--- src/hdl/idac_pkg.sv ---
// Shared types, constants and decode functions for the I2C DAC command decoder.
// Used by idac_ctrl, idac_dp, the top level and the checker; no dependencies.
package idac_pkg;

    // bus event codes
    localparam logic [2:0] MODE_START = 3'd0;
    localparam logic [2:0] MODE_ADDR  = 3'd1;
    localparam logic [2:0] MODE_DATA  = 3'd2;
    localparam logic [2:0] MODE_STOP  = 3'd3;

    // configuration registers
    localparam int REG_IDX_W = 1;
    localparam int CFG_W     = 23;
    localparam logic [REG_IDX_W-1:0] REG_VARIANT = 1'b0;
    localparam logic [REG_IDX_W-1:0] REG_VREF    = 1'b1;
    localparam logic [22:0] VREF_RESET = 23'd1500000;

    // resolution variants
    localparam logic [1:0] VAR_16 = 2'd0;
    localparam logic [1:0] VAR_14 = 2'd1;
    localparam logic [1:0] VAR_12 = 2'd2;

    localparam logic [15:0] FS_16 = 16'hFFFF;
    localparam logic [15:0] FS_14 = 16'h3FFF;
    localparam logic [15:0] FS_12 = 16'h0FFF;

    localparam logic [7:0] GLOBAL_ADDR = 8'h73;
    localparam logic [3:0] NIB_ALL     = 4'hF;

    // result kinds
    localparam logic [1:0] KIND_STRAP  = 2'd0;
    localparam logic [1:0] KIND_GLOBAL = 2'd1;
    localparam logic [1:0] KIND_CMD    = 2'd2;
    localparam logic [1:0] KIND_VOLT   = 2'd3;

    // decoded command codes
    localparam logic [2:0] CMD_WRITE   = 3'd0;
    localparam logic [2:0] CMD_UPDATE  = 3'd1;
    localparam logic [2:0] CMD_WR_UP   = 3'd2;
    localparam logic [2:0] CMD_PWR_DN  = 3'd3;
    localparam logic [2:0] CMD_NOP     = 3'd4;
    localparam logic [2:0] CMD_UNKNOWN = 3'd5;

    // decoded target codes
    localparam logic [1:0] TGT_A       = 2'd0;
    localparam logic [1:0] TGT_B       = 2'd1;
    localparam logic [1:0] TGT_ALL     = 2'd2;
    localparam logic [1:0] TGT_UNKNOWN = 2'd3;

    typedef enum logic [1:0] {
        OSEL_ADDR = 2'd0,
        OSEL_CMD  = 2'd1,
        OSEL_VOLT = 2'd2
    } out_sel_t;

    typedef struct packed {
        logic     take;
        logic     hold;
        logic     set_nibble;
        logic     clear_pending;
        logic     mul;
        logic     div_step;
        logic     load_out;
        out_sel_t out_sel;
        logic     second;
    } dp_cmd_t;

    typedef struct packed {
        logic pending;
        logic div_done;
        logic all_chan;
        logic out_free;
    } dp_status_t;

    typedef struct packed {
        logic [1:0] high;
        logic [1:0] mid;
        logic [1:0] low;
    } strap_t;

    typedef struct packed {
        logic [1:0]  kind;
        strap_t      strap;
        logic [2:0]  command_code;
        logic [1:0]  target_code;
        logic [3:0]  channel;
        logic [15:0] code;
        logic [22:0] voltage;
        logic        last;
    } result_t;

    function automatic logic [2:0] decode_command(input logic [3:0] nib);
        logic [2:0] c;
        unique case (nib)
            4'h0:    c = CMD_WRITE;
            4'h1:    c = CMD_UPDATE;
            4'h3:    c = CMD_WR_UP;
            4'h4:    c = CMD_PWR_DN;
            4'hF:    c = CMD_NOP;
            default: c = CMD_UNKNOWN;
        endcase
        return c;
    endfunction

    function automatic logic [1:0] decode_target(input logic [3:0] nib);
        logic [1:0] t;
        unique case (nib)
            4'h0:    t = TGT_A;
            4'h1:    t = TGT_B;
            NIB_ALL: t = TGT_ALL;
            default: t = TGT_UNKNOWN;
        endcase
        return t;
    endfunction

    // Ternary pin straps from address bits 6:4 and 1:0, offset by four.
    // The top digit wraps mod 3.
    function automatic strap_t strap_decode(input logic [7:0] b);
        logic [4:0] n;
        logic [4:0] u;
        logic [4:0] r;
        strap_t     s;
        n = {b[6:4], b[1:0]};
        u = 5'd0;
        r = 5'd0;
        s = '0;
        if (n >= 5'd4) begin
            u = n - 5'd4;
            if (u >= 5'd27) begin
                s.high = 2'd0;
                r = u - 5'd27;
            end else if (u >= 5'd18) begin
                s.high = 2'd2;
                r = u - 5'd18;
            end else if (u >= 5'd9) begin
                s.high = 2'd1;
                r = u - 5'd9;
            end else begin
                s.high = 2'd0;
                r = u;
            end
            if (r >= 5'd6) begin
                s.mid = 2'd2;
                r = r - 5'd6;
            end else if (r >= 5'd3) begin
                s.mid = 2'd1;
                r = r - 5'd3;
            end else begin
                s.mid = 2'd0;
            end
            s.low = r[1:0];
        end
        return s;
    endfunction

endpackage

--- src/hdl/idac_ctrl.sv ---
// Controller for the I2C DAC command decoder: bus transaction phase and the
// sequencer that steps the datapath. Depends on idac_pkg.
module idac_ctrl (
    input  logic                aclk,
    input  logic                aresetn,
    input  logic                s_valid,
    output logic                s_ready,
    input  logic [2:0]          s_mode,
    input  idac_pkg::dp_status_t status,
    output idac_pkg::dp_cmd_t   cmd
);
    import idac_pkg::*;

    typedef enum logic [3:0] {
        PH_IDLE  = 4'b0001,
        PH_SADDR = 4'b0010,
        PH_CMD   = 4'b0100,
        PH_DATA  = 4'b1000
    } phase_t;

    typedef enum logic [6:0] {
        ST_WAIT  = 7'b0000001,
        ST_ADDR  = 7'b0000010,
        ST_CMDR  = 7'b0000100,
        ST_MUL   = 7'b0001000,
        ST_DIV   = 7'b0010000,
        ST_VOLT  = 7'b0100000,
        ST_VOLT2 = 7'b1000000
    } seq_t;

    phase_t phase_reg, phase_next;
    seq_t   state_reg, state_next;

    always_ff @(posedge aclk) begin
        if (!aresetn) begin
            phase_reg <= PH_IDLE;
            state_reg <= ST_WAIT;
        end else begin
            phase_reg <= phase_next;
            state_reg <= state_next;
        end
    end

    assign s_ready = (state_reg == ST_WAIT);

    always_comb begin
        cmd        = '0;
        cmd.out_sel = OSEL_ADDR;
        phase_next = phase_reg;
        state_next = state_reg;
        unique case (state_reg)
            ST_WAIT: begin
                if (s_valid) begin
                    cmd.take = 1'b1;
                    unique case (phase_reg)
                        PH_IDLE: begin
                            if (s_mode == MODE_START) begin
                                phase_next = PH_SADDR;
                            end
                        end
                        PH_SADDR: begin
                            if (s_mode == MODE_ADDR) begin
                                cmd.clear_pending = 1'b1;
                                phase_next = PH_CMD;
                                state_next = ST_ADDR;
                            end
                        end
                        PH_CMD: begin
                            if (s_mode == MODE_DATA) begin
                                cmd.clear_pending = 1'b1;
                                cmd.set_nibble = 1'b1;
                                phase_next = PH_DATA;
                                state_next = ST_CMDR;
                            end
                        end
                        PH_DATA: begin
                            if (s_mode == MODE_STOP) begin
                                phase_next = PH_IDLE;
                            end else if (s_mode == MODE_DATA) begin
                                if (!status.pending) begin
                                    cmd.hold = 1'b1;
                                end else begin
                                    cmd.clear_pending = 1'b1;
                                    state_next = ST_MUL;
                                end
                            end
                        end
                        default: phase_next = PH_IDLE;
                    endcase
                end
            end
            ST_ADDR: begin
                if (status.out_free) begin
                    cmd.load_out = 1'b1;
                    cmd.out_sel = OSEL_ADDR;
                    state_next = ST_WAIT;
                end
            end
            ST_CMDR: begin
                if (status.out_free) begin
                    cmd.load_out = 1'b1;
                    cmd.out_sel = OSEL_CMD;
                    state_next = ST_WAIT;
                end
            end
            ST_MUL: begin
                cmd.mul = 1'b1;
                state_next = ST_DIV;
            end
            ST_DIV: begin
                // fold until the quotient is settled
                cmd.div_step = !status.div_done;
                if (status.div_done) begin
                    state_next = ST_VOLT;
                end
            end
            ST_VOLT: begin
                if (status.out_free) begin
                    cmd.load_out = 1'b1;
                    cmd.out_sel = OSEL_VOLT;
                    state_next = status.all_chan ? ST_VOLT2 : ST_WAIT;
                end
            end
            ST_VOLT2: begin
                if (status.out_free) begin
                    cmd.load_out = 1'b1;
                    cmd.out_sel = OSEL_VOLT;
                    cmd.second = 1'b1;
                    state_next = ST_WAIT;
                end
            end
            default: state_next = ST_WAIT;
        endcase
    end

endmodule

--- src/hdl/idac_dp.sv ---
// Datapath for the I2C DAC command decoder: config registers, byte holding,
// code multiply, fold divider by 2^k-1 and the result register. Uses idac_pkg.
module idac_dp (
    input  logic                               aclk,
    input  logic                               aresetn,
    input  logic                               cfg_we,
    input  logic [idac_pkg::REG_IDX_W-1:0]     cfg_idx,
    input  logic [idac_pkg::CFG_W-1:0]         cfg_wdata,
    input  logic [7:0]                         s_data_byte,
    input  idac_pkg::dp_cmd_t                  cmd,
    output idac_pkg::dp_status_t               status,
    input  logic                               m_ready,
    output logic                               m_valid,
    output idac_pkg::result_t                  result
);
    import idac_pkg::*;

    logic [1:0]  variant_reg;
    logic [22:0] vref_reg;
    logic        pending_reg;
    logic [7:0]  held_byte_reg;
    logic [3:0]  nibble_reg;
    logic [7:0]  in_byte_reg;
    logic [15:0] code_reg;
    logic [38:0] x_reg;
    logic [22:0] q_reg;
    logic        m_valid_reg;
    result_t     result_reg, result_next;

    logic [15:0] word;
    logic [15:0] code_next;
    logic [38:0] prod;
    logic [26:0] div_hi;
    logic [15:0] div_lo;
    logic [15:0] div_mask;
    logic [38:0] x_step;
    logic [22:0] q_step;
    logic [22:0] volt;
    logic        all_chan;

    // configuration
    always_ff @(posedge aclk) begin
        if (!aresetn) begin
            variant_reg <= VAR_16;
            vref_reg    <= VREF_RESET;
        end else if (cfg_we) begin
            unique case (cfg_idx)
                REG_VARIANT: variant_reg <= cfg_wdata[1:0];
                REG_VREF:    vref_reg    <= cfg_wdata[22:0];
                default:     ;
            endcase
        end
    end

    // transaction state
    always_ff @(posedge aclk) begin
        if (!aresetn) begin
            pending_reg   <= 1'b0;
            held_byte_reg <= 8'd0;
            nibble_reg    <= 4'd0;
        end else begin
            if (cmd.hold) begin
                pending_reg   <= 1'b1;
                held_byte_reg <= s_data_byte;
            end else if (cmd.clear_pending) begin
                pending_reg <= 1'b0;
            end
            if (cmd.set_nibble) begin
                nibble_reg <= s_data_byte[3:0];
            end
        end
    end

    always_comb begin
        word = {held_byte_reg, in_byte_reg};
        case (variant_reg)
            VAR_14:  code_next = {2'b00, word[15:2]};
            VAR_12:  code_next = {4'b0000, word[15:4]};
            default: code_next = word;
        endcase
    end

    assign prod = vref_reg * code_next;

    // x = hi*2^k + lo = hi*(2^k-1) + (hi+lo): move hi into the quotient, fold
    always_comb begin
        case (variant_reg)
            VAR_14: begin
                div_hi   = {2'b00, x_reg[38:14]};
                div_lo   = {2'b00, x_reg[13:0]};
                div_mask = FS_14;
            end
            VAR_12: begin
                div_hi   = x_reg[38:12];
                div_lo   = {4'b0000, x_reg[11:0]};
                div_mask = FS_12;
            end
            default: begin
                div_hi   = {4'b0000, x_reg[38:16]};
                div_lo   = x_reg[15:0];
                div_mask = FS_16;
            end
        endcase
        x_step = {12'd0, div_hi} + {23'd0, div_lo};
        q_step = q_reg + div_hi[22:0];
        volt   = q_reg + {22'd0, (div_lo == div_mask)};
    end

    always_ff @(posedge aclk) begin
        if (cmd.take) begin
            in_byte_reg <= s_data_byte;
        end
        if (cmd.mul) begin
            code_reg <= code_next;
            x_reg    <= prod;
            q_reg    <= 23'd0;
        end else if (cmd.div_step) begin
            x_reg <= x_step;
            q_reg <= q_step;
        end
    end

    assign all_chan = (nibble_reg == NIB_ALL);

    always_comb begin
        result_next = '0;
        case (cmd.out_sel)
            OSEL_ADDR: begin
                result_next.last = 1'b1;
                if (in_byte_reg == GLOBAL_ADDR) begin
                    result_next.kind = KIND_GLOBAL;
                end else begin
                    result_next.kind  = KIND_STRAP;
                    result_next.strap = strap_decode(in_byte_reg);
                end
            end
            OSEL_CMD: begin
                result_next.kind         = KIND_CMD;
                result_next.command_code = decode_command(in_byte_reg[7:4]);
                result_next.target_code  = decode_target(nibble_reg);
                result_next.channel      = nibble_reg;
                result_next.last         = 1'b1;
            end
            OSEL_VOLT: begin
                result_next.kind    = KIND_VOLT;
                result_next.code    = code_reg;
                result_next.voltage = volt;
                if (cmd.second) begin
                    result_next.channel = 4'd1;
                end else if (all_chan) begin
                    result_next.channel = 4'd0;
                end else begin
                    result_next.channel = nibble_reg;
                end
                result_next.last = cmd.second || !all_chan;
            end
            default: result_next = '0;
        endcase
    end

    // output word register
    always_ff @(posedge aclk) begin
        if (!aresetn) begin
            m_valid_reg <= 1'b0;
        end else if (cmd.load_out) begin
            m_valid_reg <= 1'b1;
        end else if (m_ready) begin
            m_valid_reg <= 1'b0;
        end
    end

    always_ff @(posedge aclk) begin
        if (cmd.load_out) begin
            result_reg <= result_next;
        end
    end

    assign status.pending  = pending_reg;
    assign status.div_done = (div_hi == 27'd0);
    assign status.all_chan = all_chan;
    assign status.out_free = !m_valid_reg || m_ready;

    assign m_valid = m_valid_reg;
    assign result  = result_reg;

endmodule

--- src/hdl/i2c_dac_command_decoder_unit.sv ---
// An address or command word is registered on input and then loaded into the output word
// register once the output is free; a voltage word passes the multiply state, the fold
// divider by 2^k-1 and the voltage load state after the second data byte, plus output stalls.
// Throughput: one input word per cycle when no result follows, else input is held off
// until the result words are loaded. Reset (aresetn low, synchronous) clears the phase,
// pending byte, held byte, channel nibble and output valid, and loads config defaults.
module i2c_dac_command_decoder_unit (
    input  logic                           aclk,
    input  logic                           aresetn,
    input  logic                           cfg_we,
    input  logic [idac_pkg::REG_IDX_W-1:0] cfg_idx,
    input  logic [idac_pkg::CFG_W-1:0]     cfg_wdata,
    input  logic                           s_valid,
    output logic                           s_ready,
    input  logic [2:0]                     s_mode,
    input  logic [7:0]                     s_data_byte,
    output logic                           m_valid,
    input  logic                           m_ready,
    output logic [1:0]                     m_kind,
    output logic [1:0]                     m_strap_high,
    output logic [1:0]                     m_strap_mid,
    output logic [1:0]                     m_strap_low,
    output logic [2:0]                     m_command_code,
    output logic [1:0]                     m_target_code,
    output logic [3:0]                     m_channel,
    output logic [15:0]                    m_code,
    output logic [22:0]                    m_voltage_microvolts,
    output logic                           m_last
);
    import idac_pkg::*;

    dp_cmd_t    cmd;
    dp_status_t status;
    result_t    result;

    idac_ctrl u_ctrl (
        .aclk    (aclk),
        .aresetn (aresetn),
        .s_valid (s_valid),
        .s_ready (s_ready),
        .s_mode  (s_mode),
        .status  (status),
        .cmd     (cmd)
    );

    idac_dp u_dp (
        .aclk        (aclk),
        .aresetn     (aresetn),
        .cfg_we      (cfg_we),
        .cfg_idx     (cfg_idx),
        .cfg_wdata   (cfg_wdata),
        .s_data_byte (s_data_byte),
        .cmd         (cmd),
        .status      (status),
        .m_ready     (m_ready),
        .m_valid     (m_valid),
        .result      (result)
    );

    assign m_kind               = result.kind;
    assign m_strap_high         = result.strap.high;
    assign m_strap_mid          = result.strap.mid;
    assign m_strap_low          = result.strap.low;
    assign m_command_code       = result.command_code;
    assign m_target_code        = result.target_code;
    assign m_channel            = result.channel;
    assign m_code               = result.code;
    assign m_voltage_microvolts = result.voltage;
    assign m_last               = result.last;

endmodule

--- config.mk ---
export PLATFORM = sky130hd
export DESIGN_NAME = i2c_dac_command_decoder_unit
export DESIGN_NICKNAME = d
export VERILOG_FILES = /design/src/hdl/idac_pkg.sv /design/src/hdl/idac_ctrl.sv /design/src/hdl/idac_dp.sv /design/src/hdl/i2c_dac_command_decoder_unit.sv
export SDC_FILE = /design/constraint.sdc
export NUM_CORES = 1
export LEC_CHECK = 0
export ABC_AREA = 1
export BUFFER_PORTS_ARGS = -buffer_cell sky130_fd_sc_hd__buf_2
export CAP_MARGIN = 20
export CELL_PAD_IN_SITES_DETAIL_PLACEMENT = 0
export CELL_PAD_IN_SITES_GLOBAL_PLACEMENT = 2
export CORE_MARGIN = 4
export CORE_UTILIZATION = 35
export DETAILED_ROUTE_END_ITERATION = 8
export PLACE_DENSITY_LB_ADDON = 0.1
export SYNTH_ARGS = -nofsm -noshare
export SYNTH_HDL_FRONTEND = slang
export SYNTH_SLANG_ARGS = --single-unit
--- constraint.sdc ---
create_clock -name aclk -period 7.1 [get_ports aclk]
set_input_delay 0.355 -clock aclk [delete_from_list [all_inputs] [get_ports aclk]]
set_output_delay 0.355 -clock aclk [all_outputs]
set_load 0.02 [all_outputs]
==> summary.md, run 1 <==
| Metric | Value |
|---|---|
| WHS Endpoint | `u_dp.in_byte_reg[7]` |
| Clock Latency Late Sink | `0.49 ns` |
| Relative slew slack | `48.6%` |
| Critical Path RT | `7.43 ns` |
| PortBufs | `98` |
| Count leader, synth | `nand2_1` |
| R2R Setup Slk | `0.26 ns` |
| Avg Cell Area, Syn | `7.69 sq um` |
| Top Metal Used | `met4` |
| Slew Viols, Final | `0` |
| Fin nets | `3,696` |
| DR iter-0 viols | `1,325` |
| Prevailing post-synth register cell | `edfxtp_1` |
| Reg2Reg Depth | `29` |
| Vias | `20.7k` |
| WHS Path Cells | `1` |
| Layout area overhead | `11.9%` |
| Largest net degree at the start of global routing | `59` |
| Fin crit share | `96.3%` |
| Yosys top cell area share | `25.0%` |
| Post-Route M1 WL | `37,100 um` |
| Register area | `5060 sq um` |
| Synth top area cells | `fa_1 (25%), edfxtp_1 (15%), nand2_1 (10%)` |
| First-pass GRT wire length | `131,000 um` |
| Share of flip-flops with an asynchronous set or reset | `0%` |
| Fillers | `7,003` |
| Global Route Usage Sum | `24.4%` |
| Number of synthesized register bits | `193` |
| Ratio of cells with drive above 1 in the final layout | `8.65%` |
| Die width | `267 um` |
| Slowest stage delay, CP | `0.53 ns` |
| CTS Buf Count | `17` |
| Synth area leader | `fa_1` |
| Die area | `71,500 sq um` |
| Crit path kind | `flop to flop` |
| Met3 Wirelength | `3270 um` |
| Post-DP HPWL | `70,500 um` |
| DR WL met2 | `42,900 um` |
| Starting Density | `35.5%` |
| Routability cong. | `0.899` |
| Max-cap violations | `0` |
| DRC errors left | `0` |
| Largest register FFs | `57` |
| Status | `completed` |
| Most used cell, CP | `inv_1` |
| Global route overflow | `0` |
| Clock sink count | `193` |
| Critical Path Fanout Max | `18` |
| Post-Syn Area | `23,500 sq um` |
| EDFF count, synth | `120` |
| Reg2reg end | `u_dp.x_reg[36]` |
| Sequential area share after synthesis | `21.5%` |
| # setup viols final | `0` |
| Cells after Synth | `3,061` |
| 1st-pass router iterations | `5` |
| Hold_buf cts | `0` |
| Reg clk slew, reported paths | `0.09 ns` |
| Clock root cell | `clkbuf_16` |
| Worst Path Arrival | `7.17 ns` |
| Critical Path End Type | `flop` |
| Number of setup buffers added after CTS | `0` |
| Beginning of the worst hold path | `s_data_byte[7]` |
| Worst hold path type | `primary input to flop` |
| Crit-path slowest cell | `fa_1` |
| Fin crit period | `6.84 ns` |
| Max frequency | `146 MHz` |
| Wire per inst | `21.1 um` |
| Post-route insts no fill | `4,069` |
| Antenna viol nets, final | `0` |
| Cell Rows | `94` |
| Footprint of the multi-input gates | `15,900 sq um` |
| Core ar. | `66,200 sq um` |
| Critical path launch point type | `flop` |
| Clock skew | `0.0203 ns` |
| Synth Net Count | `3,567` |
| Top Ports | `99` |
| List of most frequent post-synthesis cells | `nand2_1 (642), inv_1 (589), nor2_1 (366)` |
| Yosys warns | `0` |
| Max H-tree Level | `4` |
| Vias in the first global route | `21.4k` |
| Longest Clk Path Bufs | `2` |
| Vias per inst | `5.09` |
| Die Y | `267 um` |
| CTS tree | `done` |
| Fin. Hold Viols | `0` |
| Post-synthesis cell type count | `42` |
| Antenna violations before repair | `2` |
| Final wirelength | `85,800 um` |
| Critical R2R Launch | `u_dp.variant_reg[0]` |
| DP Cell Count | `4,035` |
| Slew @ Worst Pin | `0.772 ns` |
## worst max-delay path, delay by kind of cell, from the launching register on
| kind | cells | cell delay, ns |
|---|---|---|
| buffers and inverters | 10 | 0.97 |
| adder cells (fa/ha/maj) | 8 | 3.58 |
| AND/OR/NAND/NOR | 7 | 1.02 |
| flip-flops | 1 | 0.34 |
| AO/OA/AOI/OAI | 4 | 0.72 |
## through the flow
step                setup TNS, ns  hold slack [ns]  setup slack [ns]  cell area [sq um]  utilization, %
global placement                0            0.453           0.00389              25600            38.7
floorplan                       0            0.444             0.264              23500               -
CTS                             0           0.0197            0.0733              26200            39.6
detailed placement              0            0.457            0.0389              25600            38.7
global route              -0.0166           0.0352           -0.0153              26300            39.8
finish                          0           0.0657             0.261              26300            39.8
## cells in the final DEF (no fill, tap or decap), types with 17 or more instances in the layout
| cell | count |
|---|---|
| nand2_1 | 642 |
| inv_1 | 586 |
| nor2_1 | 359 |
| fa_1 | 294 |
| a21oi_1 | 177 |
| ha_1 | 169 |
| o21ai_0 | 148 |
| edfxtp_1 | 120 |
| nand3_1 | 110 |
| buf_2 | 98 |
| buf_4 | 95 |
| dfxtp_1 | 73 |
| nor3_1 | 36 |
| nand4_1 | 33 |
| o21ai_1 | 28 |
| xor2_1 | 28 |
| clkbuf_16 | 17 |
## layout make-up
cell class	instances	area share (%)
multi-input combinational	2170	60.3
tap	864	4.10
clock inverter	15	0.755
clock buffer	17	1.62
timing repair buffer	205	5.40
sequential	193	19.2
antenna	2	0.0190
inverter	603	8.61
## timing repair
| item | 4_1_cts | 5_1_grt |
|---|---|---|
| setup endpoints to repair | 1 | 28 |
| endpoints found under the hold margin | 0 | 0 |
| pin swaps | 0 | 2 |
| gates resized for setup | 1 | 37 |
## layer usage
layer	track usage, %	vias to the layer above
met1	31.2	10300
met3	2.60	89
met4	7.55	0
met5	0	-
met2	43.5	507
li1	-	9856
## worst max path at each step
stage / startpoint / to / slack (ns) / depth (start not counted)
global placement: u_dp.variant_reg[1] / u_dp.x_reg[38] / 0.004 / 28
CTS: u_dp.variant_reg[0] / u_dp.x_reg[28] / 0.07 / 28
finish: u_dp.variant_reg[0] / u_dp.x_reg[36] / 0.26 / 29
detailed placement: u_dp.variant_reg[1] / u_dp.x_reg[28] / 0.04 / 27
floorplan: u_dp.variant_reg[0] / u_dp.x_reg[35] / 0.26 / 34
global route: u_dp.variant_reg[0] / u_dp.x_reg[36] / -0.02 / 29
## kinds of logic (layout without fill, tap and decap cells)
kind of cell    count (synthesis)  count (layout)  synth area share, %
buf+inv                       698             840                 11.5
simple gates                 1216            1216                 20.9
xor+xnor                       40              40                 1.49
fa+ha+maj                     466             466                 34.2
compound gates                448             448                 10.5
flops                         193             193                 21.5
other cells                     0               2                    0
Power of run 1 is left out: the tool's default activity adds up to more than one toggle a clock period on the data nets, which glitch-free logic cannot reach.
==> run 2: changes to the inputs <==
--- a/config.mk
+++ b/config.mk
@@ -8,7 +8,7 @@
 export ABC_AREA = 1
 export BUFFER_PORTS_ARGS = -buffer_cell sky130_fd_sc_hd__buf_2
 export CAP_MARGIN = 20
-export CELL_PAD_IN_SITES_DETAIL_PLACEMENT = 0
+export CELL_PAD_IN_SITES_DETAIL_PLACEMENT = 2
 export CELL_PAD_IN_SITES_GLOBAL_PLACEMENT = 2
 export CORE_MARGIN = 4
 export CORE_UTILIZATION = 35
==> run 2 against run 1 <==
  * Via count grew 4.4%
  * Sequential cell count is the same
  * Critical path type unchanged
  * Fmax shrank 0.61%
  * Core utilization grew 0.20 points
  * First-iteration DRC count shrank 16%
  * Clock skew grew 0.0054 ns
  * Routed wire length grew 13%
  * Global-route usage grew 3.1 points
  * Design area grew 0.49%
  * Critical path depth is the same
==> summary.md, run 2 (synthesized netlist as in run 1, its figures left out) <==
| Metric | Value |
|---|---|
| Max-cap violations | `0 (unchanged)` |
| Critical Path RT | `7.45 ns (was 7.43 ns)` |
| Worst Path Arrival | `7.23 ns (was 7.17 ns)` |
| Top Ports | `99 (unchanged)` |
| Reg clk slew, reported paths | `0.10 ns (was 0.09 ns)` |
| Routability cong. | `0.899 (unchanged)` |
| Vias | `21.6k (was 20.7k)` |
| Most used cell, CP | `fa_1 (was inv_1)` |
| Clock skew | `0.0257 ns (was 0.0203 ns)` |
| Worst path bufs/invs | `10 (unchanged)` |
| 1st-pass router iterations | `7 (was 5)` |
| CP delay by family, top | `adder cells (unchanged)` |
| Vias in the first global route | `24.8k (was 21.4k)` |
| Critical path launch point type | `flop (unchanged)` |
| Most common cell after layout, fill and taps aside | `nand2_1 (unchanged)` |
| CTS tree | `done (unchanged)` |
| Die area | `71,500 sq um (unchanged)` |
| CTS Buf Count | `17 (unchanged)` |
| Global route overflow | `0 (unchanged)` |
| Die Y | `267 um (unchanged)` |
| Crit-path slowest cell | `fa_1 (unchanged)` |
| Unrepaired setup endpoints after global routing | `yes` |
| Critical Path End Type | `flop (unchanged)` |
| Clock root cell | `clkbuf_16 (unchanged)` |
| Fin nets | `3,706 (was 3,696)` |
| Cell Rows | `94 (unchanged)` |
| Critical Path Fanout Max | `19 (was 18)` |
| DR iter-0 viols | `1,116 (was 1,325)` |
| Ratio of cells with drive above 1 in the final layout | `9.46% (was 8.65%)` |
| Slew Viols, Final | `0 (unchanged)` |
| Antenna violations before repair | `2 (unchanged)` |
| # setup viols final | `0 (unchanged)` |
| Core ar. | `66,200 sq um (unchanged)` |
| Longest Clk Path Bufs | `2 (unchanged)` |
| Crit path kind | `flop to flop (unchanged)` |
| Most frequent cells in the layout | `nand2_1 (641), inv_1 (584), nor2_1 (355) (was nand2_1 (642), inv_1 (586), nor2_1 (359))` |
| PortBufs | `98 (unchanged)` |
| Starting Density | `35.5% (unchanged)` |
| Largest register FFs | `57 (unchanged)` |
| Fin crit period | `6.88 ns (was 6.84 ns)` |
| Setup TNS | `0 ns (unchanged)` |
| Placement-stage cell area | `25,600 sq um (unchanged)` |
| Layout area overhead | `12.5% (was 11.9%)` |
| Vias per inst | `5.30 (was 5.09)` |
| Antenna viol nets, final | `0 (unchanged)` |
| Largest net degree at the start of global routing | `59 (unchanged)` |
| Fin. Hold Viols | `0 (unchanged)` |
| Wire per inst | `23.7 um (was 21.1 um)` |
| ANT cells | `0 (was 2)` |
| DRC errors left | `0 (unchanged)` |
| Final wirelength | `96,700 um (was 85,800 um)` |
| Max frequency | `145 MHz (was 146 MHz)` |
| Post-DP HPWL | `79,900 um (was 70,500 um)` |
| Final instance area | `26,500 sq um (was 26,300 sq um)` |
| Global Route Usage Sum | `27.5% (was 24.4%)` |
| Clock sink count | `193 (unchanged)` |
| Fin crit share | `96.9% (was 96.3%)` |
| Status | `completed (unchanged)` |
| Worst hold path type | `primary input to flop (unchanged)` |
| Final core utilization | `40.0% (was 39.8%)` |
| Die width | `267 um (unchanged)` |
| Relative slew slack | `45.7% (was 48.6%)` |
| First-pass GRT wire length | `148,000 um (was 131,000 um)` |
| Clock Latency Late Sink | `0.51 ns (was 0.49 ns)` |
| Slowest stage delay, CP | `0.61 ns (was 0.53 ns)` |
| Max H-tree Level | `4 (unchanged)` |
| Slew @ Worst Pin | `0.806 ns (was 0.772 ns)` |
run 2: cell types whose count changed in the layout (fill, tap and decap cells not counted), moves of 3 or more:
| cell | change |
|---|---|
| a21oi_2 | +4 |
| nor2_1 | -4 |
| a21oi_1 | -4 |
| nor2_2 | +3 |
| buf_4 | +7 |
| o21ai_2 | +3 |
run 2: routing by layer:
| layer | wire, um | global-route usage [%] | vias to the layer above |
|---|---|---|---|
| met2 | 49300 | 50.4 | 434 |
| met1 | 40100 | 32.7 | 11200 |
| met5 | 0 | 0 | - |
| met4 | 4180 | 11.7 | 0 |
| met3 | 3090 | 2.89 | 156 |
| li1 | - | - | 9867 |
run 2: layout make-up:
cell class | count | area, sq um
clock buffers | 17 | 425
clock inverters | 15 | 181
fillers | 7687 | 39700
inverters | 603 | 2280
multi-input cells | 2171 | 15900
flip-flops and latches | 193 | 5070
well taps | 864 | 1080
repair buffers | 214 | 1500
run 2: path summary, 6_finish.rpt:
check                           start  cells past startpoint                to  slack [ns]
hold / removal           cfg_wdata[9]                      3  u_dp.vref_reg[9]        0.05
setup reg to reg  u_dp.variant_reg[0]                     29    u_dp.x_reg[36]        0.22
setup / recovery  u_dp.variant_reg[0]                     29    u_dp.x_reg[36]        0.22
hold reg to reg        u_dp.q_reg[22]                      2    u_dp.q_reg[22]        0.49
run 2: what timing repair did:
action	4_1_cts	5_1_grt
endpoints found under the setup margin	14	28
gates resized for setup	7	58
buffers inserted	0	9
hold buffers	0	0
gates cloned	0	1
pin swaps	0	5
run 2: per-stage QoR:
stage	cells	worst slack, ns	hold slack (ns)
after floorplan	3061	0.264	0.444
after global routing	4077	-0.0564	0.0302
after global placement	4035	0.00389	0.453
final	4077	0.219	0.0534
after detailed placement	4035	-0.171	0.474
after CTS	4067	0.00529	0.0213
run 2: worst reg2reg max path, delay by kind of cell (launching register included):
kind	cells	cell delay [ns]
AND/OR/NAND/NOR	8	1.17
AO/OA/AOI/OAI	3	0.42
flip-flops	1	0.32
buffers and inverters	10	1.12
adder cells (fa/ha/maj)	8	3.66
Power of run 2 is left out for the same reason.
==> run 3: changes to the inputs <==
--- a/config.mk
+++ b/config.mk
@@ -5,13 +5,13 @@
 export SDC_FILE = /design/constraint.sdc
 export NUM_CORES = 1
 export LEC_CHECK = 0
-export ABC_AREA = 1
 export BUFFER_PORTS_ARGS = -buffer_cell sky130_fd_sc_hd__buf_2
 export CAP_MARGIN = 20
 export CELL_PAD_IN_SITES_DETAIL_PLACEMENT = 2
 export CELL_PAD_IN_SITES_GLOBAL_PLACEMENT = 2
 export CORE_MARGIN = 4
 export CORE_UTILIZATION = 35
+export CTS_CLUSTER_SIZE = 8
 export DETAILED_ROUTE_END_ITERATION = 8
 export PLACE_DENSITY_LB_ADDON = 0.1
 export SYNTH_ARGS = -nofsm -noshare
==> run 3 against run 2 <==
  * The run now ends with setup timing left
  * Core utilization increased by 1.6 points
  * Count of clock-buffer cells in the layout rose by 2
  * Non-clock buffer count is 45 higher
  * Setup slack worse by 0.28 ns
  * Sequential cell count unchanged
  * Synthesized cell count down 17%
  * Sequential share of layout area fell by 0.31 points
  * Cell count decreased by 13%
  * Design area rose by 1.7%
  * Critical path type unchanged
==> summary.md, run 3 <==
| Metric | Value |
|---|---|
| Tot Pwr | `10.5 mW` |
| Cells after Synth | `2,529 (was 3,061)` |
| Die width | `264 um (was 267 um)` |
| Synth area leader | `fa_1 (unchanged)` |
| List of most frequent post-synthesis cells | `nand2_1 (350), inv_1 (344), fa_1 (294) (was nand2_1 (642), inv_1 (589), nor2_1 (366))` |
| Fin crit period | `7.17 ns (was 6.88 ns)` |
| Die area | `69,900 sq um (was 71,500 sq um)` |
| VDD IR max | `0.498 mV` |
| Hold_buf cts | `0 (unchanged)` |
| Critical path launch point type | `flop (unchanged)` |
| WHS Path Cells | `1 (was 3)` |
| Post-Syn Area | `23,000 sq um (was 23,500 sq um)` |
| Final worst slack | `-0.0650 ns (was 0.219 ns)` |
| Sequential area share after synthesis | `22.0% (was 21.5%)` |
| Share of flip-flops with an asynchronous set or reset | `0% (unchanged)` |
| Number of synthesized register bits | `193 (unchanged)` |
| DRC errors left | `0 (unchanged)` |
| 1st-pass router iterations | `5 (was 7)` |
| Count leader, synth | `nand2_1 (unchanged)` |
| Largest net degree at the start of global routing | `58 (was 59)` |
| Critical Path End Type | `flop (unchanged)` |
| DR iter-0 viols | `772 (was 1,116)` |
| Setup TNS | `-0.0783 ns (was 0 ns)` |
| Longest Clk Path Bufs | `2 (unchanged)` |
| Placement-stage cell area | `25,100 sq um (was 25,600 sq um)` |
| Antenna violations before repair | `2 (unchanged)` |
| Final wirelength | `79,300 um (was 96,700 um)` |
| First-pass GRT wire length | `121,000 um (was 148,000 um)` |
| CTS tree | `done (unchanged)` |
| Fin nets | `3,195 (was 3,706)` |
| Place WS | `-0.299 ns (was -0.171 ns)` |
| Status | `finished, violations left (was completed)` |
| Core ar. | `64,800 sq um (was 66,200 sq um)` |
| Fin crit share | `101% (was 96.9%)` |
| Critical Path RT | `7.45 ns (about the same)` |
| Vias | `18.7k (was 21.6k)` |
| Prevailing post-synth register cell | `edfxtp_1 (unchanged)` |
| Top Metal Used | `met4 (unchanged)` |
| Pwr dens | `392 nW/um^2` |
| Cell Rows | `93 (was 94)` |
| Post-synthesis cell type count | `78 (was 42)` |
| Worst Path Arrival | `7.51 ns (was 7.23 ns)` |
| EDFF count, synth | `120 (unchanged)` |
| Failing checks | `setup timing` |
| Yosys warns | `0 (unchanged)` |
| Routability cong. | `0.831 (was 0.899)` |
| DP Cell Count | `3,468 (was 4,035)` |
| Final core utilization | `41.6% (was 40.0%)` |
| Global Route Usage Sum | `21.9% (was 27.5%)` |
| Slew Viols, Final | `0 (unchanged)` |
| Max frequency | `140 MHz (was 145 MHz)` |
| Clock root cell | `clkbuf_16 (unchanged)` |
| Ratio of cells with drive above 1 in the final layout | `16.0% (was 9.46%)` |
| WHS Endpoint | `u_dp.in_byte_reg[5] (was u_dp.vref_reg[9])` |
| Worst hold path type | `primary input to flop (unchanged)` |
| Worst hold slack | `0.0559 ns (was 0.0534 ns)` |
| Post-DP HPWL | `59,900 um (was 79,900 um)` |
| Clock Latency Late Sink | `0.50 ns (was 0.51 ns)` |
| Global route overflow | `0 (unchanged)` |
| Yosys top cell area share | `25.6% (was 25.0%)` |
| Met3 Wirelength | `1890 um (was 3090 um)` |
| CTS Buf Count | `17 (unchanged)` |
| DR WL met2 | `41,200 um (was 49,300 um)` |
| Unrepaired setup endpoints after global routing | `yes (unchanged)` |
| Largest register FFs | `57 (unchanged)` |
| Vias per inst | `5.25 (was 5.30)` |
| Footprint of the multi-input gates | `16,900 sq um (was 15,900 sq um)` |
| PortBufs | `98 (unchanged)` |
| Beginning of the worst hold path | `s_data_byte[5] (was cfg_wdata[9])` |
| Starting Density | `35.5% (about the same)` |
| Register area | `5070 sq um (about the same)` |
| Max-cap violations | `0 (unchanged)` |
| Final instance area | `26,900 sq um (was 26,500 sq um)` |
| Post-route insts no fill | `3,559 (was 4,077)` |
| Critical Path Fanout Max | `14 (was 19)` |
| Fin. Hold Viols | `0 (unchanged)` |
| Synth Net Count | `3,035 (was 3,567)` |
| Clock sink count | `193 (unchanged)` |
| Reg2reg end | `u_dp.x_reg[38] (was u_dp.x_reg[36])` |
| # setup viols final | `3 (was 0)` |
| R2R Setup Slk | `-0.07 ns (was 0.22 ns)` |
| Post-Route M1 WL | `34,000 um (was 40,100 um)` |
| Vias in the first global route | `21.5k (was 24.8k)` |
| Reg clk slew, reported paths | `0.09 ns (was 0.10 ns)` |
| Clock skew | `0.0180 ns (was 0.0257 ns)` |
| Fillers | `7,070 (was 7,687)` |
| Most frequent cells in the layout | `nand2_1 (342), inv_1 (330), fa_1 (276) (was nand2_1 (641), inv_1 (584), nor2_1 (355))` |
| Wire per inst | `22.3 um (was 23.7 um)` |
| Layout area overhead | `17.0% (was 12.5%)` |
| Critical R2R Launch | `u_dp.variant_reg[0] (unchanged)` |
| Max H-tree Level | `4 (unchanged)` |
| Top Ports | `99 (unchanged)` |
| Die Y | `264 um (was 267 um)` |
| Crit path kind | `flop to flop (unchanged)` |
| Antenna viol nets, final | `0 (unchanged)` |
| Reg2Reg Depth | `27 (was 29)` |
| Most common cell after layout, fill and taps aside | `nand2_1 (unchanged)` |
| Relative slew slack | `25.4% (was 45.7%)` |
| Avg Cell Area, Syn | `9.10 sq um (was 7.69 sq um)` |
| Synth top area cells | `fa_1 (26%), edfxtp_1 (16%), ha_1 (9.3%) (was fa_1 (25%), edfxtp_1 (15%), nand2_1 (10%))` |
| Slew @ Worst Pin | `1.11 ns (was 0.806 ns)` |
| Leak | `12.2 nW` |
## run 3: layout make-up
| cell class | instances | area share [%] |
|---|---|---|
| clock buffers | 19 | 1.69 |
| repair buffers | 259 | 7.57 |
| clock inverters | 13 | 0.497 |
| diodes | 2 | 0.0186 |
| multi-input cells | 1874 | 62.6 |
| well taps | 855 | 3.97 |
| inverters | 344 | 4.79 |
| flip-flops and latches | 193 | 18.8 |
## run 3: timing repair
item / CTS / global route
endpoints found under the setup margin: 21 / 21
pin swaps: 26 / 66
resized for setup: 45 / 114
setup buffers: 21 / 31
cloned: 1 / 4
## run 3: routing by layer
layer  GRT usage, %  up-vias
met5              0        -
met1           26.9     9777
li1               -     8567
met4           6.38        0
met3           2.25       98
met2           40.5      246
## run 3: worst max path at each step
| stage | from | to | depth (start not counted) |
|---|---|---|---|
| after floorplan | u_dp.variant_reg[0] | u_dp.x_reg[31] | 29 |
| after global placement | u_dp.variant_reg[1] | u_dp.x_reg[20] | 25 |
| after detailed placement | u_dp.variant_reg[0] | u_dp.x_reg[38] | 24 |
| after CTS | u_dp.variant_reg[1] | u_dp.x_reg[38] | 28 |
| after global routing | u_dp.variant_reg[1] | u_dp.x_reg[38] | 27 |
| final | u_dp.variant_reg[0] | u_dp.x_reg[38] | 27 |
## run 3: critical path, cell delays in order, from the launching register on
cell	delay (ns)
dfxtp_4	0.38
inv_2	0.06
ha_4	0.29
buf_8	0.15
a221oi_2	0.21
a21oi_2	0.09
buf_12	0.16
and2_4	0.16
fa_1	0.53
inv_1	0.05
fa_1	0.46
fa_1	0.52
inv_2	0.05
fa_2	0.47
fa_1	0.53
inv_2	0.04
fa_1	0.51
inv_2	0.06
ha_4	0.30
nand4_1	0.23
nor2_1	0.19
inv_1	0.07
o211ai_1	0.35
a31oi_2	0.17
o211ai_1	0.34
a21oi_2	0.15
o311a_1	0.36
nor3_2	0.11
## run 3: kinds of logic (layout without fill, tap and decap cells)
logic type | after synthesis | after routing | share of synthesized area (%)
buffers and inverters | 462 | 635 | 7.74
AOI/OAI and AO/OA | 404 | 404 | 11.5
muxes | 32 | 32 | 1.45
adders and majority gates | 466 | 466 | 34.9
and+or+nand+nor | 872 | 872 | 18.6
xor gates and xnor gates | 100 | 100 | 3.89
other | 0 | 2 | 0
DFF | 193 | 193 | 22.0
## run 3: power breakdown
group	switching, mW	internal [mW]
Clock	0.548	0.488
Sequential	0.0614	1.26
Combinational	4.45	3.74
Power figures use the tool's default switching activity.
